[src/hw/rtl/mec_pkg.sv]
`default_nettype none

package mec_pkg;

    localparam int FRAC_BITS = 26;
    localparam int ITER_BITS = 16;
    localparam int MAX_WIDTH = 4096;

    localparam int COORD_W   = 32;
    localparam int POS_W     = 12;
    localparam int WIDTH_W   = 13;
    localparam int IDX_W     = 24;
    localparam int CFG_IDX_W = 3;
    localparam int PROD_W    = 2 * COORD_W;
    // Widest value that is ever clamped to the coordinate range.
    localparam int SAT_IN_W  = COORD_W + POS_W + 2;

    // Escape threshold 4.0 in the format of the full-width squares.
    localparam logic [PROD_W-1:0] ESCAPE_LIMIT = PROD_W'(4) << (2 * FRAC_BITS);

    typedef enum logic [CFG_IDX_W-1:0] {
        REG_X_START   = 3'd0,
        REG_Y_START   = 3'd1,
        REG_X_STEP    = 3'd2,
        REG_Y_STEP    = 3'd3,
        REG_WIDTH     = 3'd4,
        REG_MAX_ITER  = 3'd5
    } t_cfg_reg;

    typedef struct packed {
        logic [POS_W-1:0] column;
        logic [POS_W-1:0] row;
    } t_in_item;

    typedef struct packed {
        logic [IDX_W-1:0]     pixel_index;
        logic [ITER_BITS-1:0] iteration_count;
    } t_out_item;

    typedef struct packed {
        logic capture;
        logic setup_mul;
        logic setup_add;
        logic iter_mul;
        logic iter_upd;
        logic load_out;
    } t_dp_cmd;

    typedef struct packed {
        logic at_limit;
        logic escaped;
    } t_dp_status;

    // Clamp a signed value to the signed coordinate range: it fits when all
    // bits above the coordinate's sign bit agree with it.
    function automatic logic signed [COORD_W-1:0] sat_coord(
        input logic signed [SAT_IN_W-1:0] v
    );
        logic [SAT_IN_W-COORD_W:0] upper;
        logic signed [COORD_W-1:0] res;
        upper = v[SAT_IN_W-1:COORD_W-1];
        if ((&upper) || !(|upper)) begin
            res = v[COORD_W-1:0];
        end else if (v[SAT_IN_W-1]) begin
            res = {1'b1, {(COORD_W-1){1'b0}}};
        end else begin
            res = {1'b0, {(COORD_W-1){1'b1}}};
        end
        return res;
    endfunction

endpackage

`default_nettype wire

[src/hw/rtl/mec_ctrl.sv]
`default_nettype none

module mec_ctrl (
    input  wire logic                i_clk,
    input  wire logic                i_rst_n,
    input  wire logic                i_in_valid,
    output logic                     o_in_stall,
    output logic                     o_out_valid,
    input  wire logic                i_out_stall,
    input  wire mec_pkg::t_dp_status i_status,
    output mec_pkg::t_dp_cmd         o_cmd
);

    typedef enum logic [5:0] {
        ST_IDLE      = 6'b000001,
        ST_SETUP_MUL = 6'b000010,
        ST_SETUP_ADD = 6'b000100,
        ST_ITER_MUL  = 6'b001000,
        ST_ITER_UPD  = 6'b010000,
        ST_FINISH    = 6'b100000
    } t_state;

    t_state r_state;
    t_state n_state;
    logic   r_out_valid;
    logic   n_out_valid;
    logic   out_free;

    assign out_free = !r_out_valid || !i_out_stall;

    always_comb begin
        n_state = r_state;
        o_cmd   = '0;
        unique case (r_state)
            ST_IDLE: begin
                if (i_in_valid) begin
                    o_cmd.capture = 1'b1;
                    n_state       = ST_SETUP_MUL;
                end
            end
            ST_SETUP_MUL: begin
                o_cmd.setup_mul = 1'b1;
                n_state         = ST_SETUP_ADD;
            end
            ST_SETUP_ADD: begin
                o_cmd.setup_add = 1'b1;
                n_state         = ST_ITER_MUL;
            end
            ST_ITER_MUL: begin
                if (i_status.at_limit) begin
                    n_state = ST_FINISH;
                end else begin
                    o_cmd.iter_mul = 1'b1;
                    n_state        = ST_ITER_UPD;
                end
            end
            ST_ITER_UPD: begin
                if (i_status.escaped) begin
                    n_state = ST_FINISH;
                end else begin
                    o_cmd.iter_upd = 1'b1;
                    n_state        = ST_ITER_MUL;
                end
            end
            ST_FINISH: begin
                if (out_free) begin
                    o_cmd.load_out = 1'b1;
                    n_state        = ST_IDLE;
                end
            end
            default: begin
                n_state = ST_IDLE;
            end
        endcase
    end

    always_comb begin
        if (o_cmd.load_out) begin
            n_out_valid = 1'b1;
        end else if (!i_out_stall) begin
            n_out_valid = 1'b0;
        end else begin
            n_out_valid = r_out_valid;
        end
    end

    always_ff @(posedge i_clk) begin
        if (!i_rst_n) begin
            r_state     <= ST_IDLE;
            r_out_valid <= 1'b0;
        end else begin
            r_state     <= n_state;
            r_out_valid <= n_out_valid;
        end
    end

    assign o_in_stall  = (r_state != ST_IDLE);
    assign o_out_valid = r_out_valid;

endmodule

`default_nettype wire

[config.mk]
export PLATFORM = sky130hd
export DESIGN_NAME = mec_ctrl
export DESIGN_NICKNAME = d
export VERILOG_FILES = /design/src/hw/rtl/mec_pkg.sv /design/src/hw/rtl/mec_ctrl.sv
export SDC_FILE = /design/constraint.sdc
export NUM_CORES = 1
export LEC_CHECK = 0
export ABC_AREA = 1
export BUFFER_PORTS_ARGS = -buffer_cell sky130_fd_sc_hd__buf_2
export CAP_MARGIN = 10
export CORE_MARGIN = 2
export CORE_UTILIZATION = 30
export CTS_CLUSTER_SIZE = 12
export DETAILED_ROUTE_END_ITERATION = 12
export HOLD_SLACK_MARGIN = 0.1
export SLEW_MARGIN = 25
export SYNTH_ARGS = -nofsm -noshare
export SYNTH_HDL_FRONTEND = slang
export SYNTH_SLANG_ARGS = --single-unit
[constraint.sdc]
create_clock -name i_clk -period 1.86 [get_ports i_clk]
set_input_delay 0.372 -clock i_clk [delete_from_list [all_inputs] [get_ports i_clk]]
set_output_delay 0.372 -clock i_clk [all_outputs]
set_load 0.01 [all_outputs]
==> flow_metrics.py <==
metrics = {
    "outcome": {
        "status": "complete, no violations",
    },
    "detailed_routing": {
        "wl_per_cell_um": 10.03,
        "first_pass_iters": 4,
        "drt.antenna.violating_nets": 0,
        "detail_route.vias_per_cell": 4.604,
        "routed-via-count": 419,
        "drc_errors": 0,
        "drt_iter0_drc": 12,
        "totalWireLength_um": 913,
    },
    "synthesis": {
        "synth_top_cell_by_area": "dfxtp_1",
        "postSynthCellCount": 60,
        "synth-seq-area-share": 0.3343,
        "synth_edf_count": 0,
        "synth.net_count": 66,
        "count_of_state_elements_after_synthesis": 7,
        "synth_top_flop_cell": "dfxtp_1",
        "async_reset_ff_frac": 0,
        "synth_top_cell_area_share": 0.3343,
        "average_cell_area_after_synthesis_um2": 6.986,
        "post_synth_num_cell_types": 14,
        "synth-warning-count": 0,
        "netlist_top_cells_area": "dfxtp_1 (33%), nor2_4 (11%), inv_1 (9.0%), nor2_1 (8.1%), nor2_2 (7.5%)",
        "synth.top_cells.by_count": "inv_1 (10), nor2_1 (9), dfxtp_1 (7), nand2_1 (7)",
        "syn_area_um2": 419.2,
        "synth_most_common_cell": "inv_1",
    },
    "worst_setup_path": {
        "cp.required_ns": 1.49,
        "worstSetupStartpointType": "register",
        "timing_worst_setup_path_type": "register to primary output",
        "critical_path_buf_inv_count": 1,
        "worst-endpoint-arrival_ns": 1.20,
        "critPathSlowestCell": "dfxtp_1",
        "max_stage_delay_ns": 0.35,
        "cpLargestDelayFamily": "simple AND/OR/NAND/NOR gates",
        "setup.worst_path.end_class": "primary output",
        "path_cells": "nor2_4 > nand3_1 > nor2_1 > buf_2",
        "critPathMaxFanout": 7,
    },
    "global_routing": {
        "globalRoute.totalOverflow": 0,
        "number_of_antenna_violations_at_the_first_check_in_global_routing": 0,
        "number_of_global_route_vias_before_repair": 322,
        "global_route_wire_length_before_repair_um": 1359,
        "grt_max_degree": 8,
        "grt_usage": 0.1319,
    },
    "die": {
        "start_util": 0.3221,
        "die_height_um": 41.38,
        "placement_rows": 13,
        "die-area_mm2": 0.001712,
        "die_width_um": 41.38,
        "ioPinCount": 14,
        "core_area_mm2": 0.001301,
    },
    "finish": {
        "layout-drive-gt1-share": 0.3816,
        "finalCoreUtilization": 0.4010,
        "flow.area_growth_from_synthesis_pct": 24.48,
        "insertedDiodeCount": 0,
        "fin_nets": 83,
    },
    "timing": {
        "number_of_max_slew_violations_in_the_final_report": 0,
        "maxClockFrequency_ghz": 0.6359,
        "setup_violations": 0,
        "timing.clock.skew_ns": 0.004353,
        "clock_period_minus_final_worst_setup_slack_ns": 1.573,
        "finalHoldViolCount": 0,
        "tightest_slew_ns": 0.2192,
        "worst_slack_ns": 0.2873,
        "grt_setup_unrepaired": "no",
        "slew_headroom": 0.8537,
        "totalNegativeSetupSlack_ns": 0,
        "timing.final.crit_share": 0.8455,
    },
    "pwr": {
        "pwr_density_cell_mw_per_mm2": 716.8,
        "ir_drop_uv": 358.2,
        "p_leak_uw": 0.0002810,
    },
    "clock_tree": {
        "clk_transition_reported_paths_ns": 0.06,
        "resized_after_cts": 0,
        "cts_tree": "built",
        "cts_htree_levels": 1,
        "max-clock-path-buffers": 2,
        "cts.sinks": 7,
        "clockRootBuffer": "clkbuf_4",
        "cts_made_buffers": 3,
        "clk-insertion-delay-late_ns": 0.26,
        "post_cts_setup_bufs": 0,
        "cts.hold.buffers_added": 0,
    },
    "worst_hold_path": {
        "hold_path_class": "input port to register",
    },
    "job": {
        "drv_cap": 0,
    },
    "placed_design": {
        "detailedPlacementHpwl_um": 716.7,
        "gp_routability_congestion": 0.8065,
        "dpl_worst_slack_ns": 0.5659,
        "io_buffers": 13,
    },
}
==> area by class of cell <==
type                    instances  area (µm²)
multi-input cells              40       226.5
fillers                       150       779.5
inverters                      12       45.04
repair buffers                 13       65.06
well taps                      15       18.77
clock buffers                   4       26.28
flip-flops and latches          7       140.1
==> report_power, final <==
group,total [µW],internal [µW],switching (µW)
Clock,146,82.4,63.8
Combinational,65.1,24.4,40.7
Sequential,163,155,7.39
==> worst min-delay path: stages <==
cell and delay (ns):
buf_2 0.09, nand2_1 0.05, inv_1 0.04
==> cells in the final DEF, fill, tap and decap left out, drive strengths merged <==
cell type | Yosys | routed
nor2 | 18 | 18
o21ai | 1 | 1
buf | 1 | 13
inv | 12 | 12
clkbuf | 0 | 4
dfxtp | 7 | 7
nand4 | 4 | 4
a21oi | 1 | 1
nand3 | 7 | 7
nor3 | 2 | 2
nand2 | 7 | 7
==> sequential cells by signal, summed over array words and instances (netlist names) <==
name	count
r_state	6
o_out_valid	1
==> through the flow <==
step / total power (µW) / hold slack [ns] / instance area (µm²) / cells
floorplan: 208.4 / 0.4513 / 419.2 / 60
global placement: 230.1 / 0.4707 / 495.5 / 87
detailed placement: 230.3 / 0.4797 / 495.5 / 87
CTS: 380.5 / 0.3004 / 521.8 / 91
global route: 396.8 / 0.3158 / 521.8 / 91
finish: 374.0 / 0.3066 / 521.8 / 91
==> layer usage <==
metal  routed length, µm  global-route usage  share of wire
met3                  58             0.04787          0.064
met4                  28             0.09677          0.031
met2                 423              0.1992           0.46
met1                 402              0.1516           0.44
met5                   0                   0              0
==> logic make-up after synthesis <==
logic type      after synthesis  synth area share
flops                         7            0.3343
compound gates                2           0.02386
simple gates                 38            0.5164
buf+inv                      13            0.1254
==> worst paths after layout <==
path | slack, ns | cells after the start | to | startpoint
worst max-delay path | 0.29 | 4 | o_cmd[2] | r_state[0]$_SDFFE_PN1P_
worst min-delay path | 0.31 | 3 | r_state[5]$_SDFFE_PN0P_ | i_rst_n
worst max register to register | 0.76 | 6 | r_state[0]$_SDFFE_PN1P_ | r_state[0]$_SDFFE_PN1P_
worst min register to register | 0.48 | 2 | o_out_valid$_SDFFE_PN0P_ | o_out_valid$_SDFFE_PN0P_
Note: power is estimated with default switching activity, not from simulation.
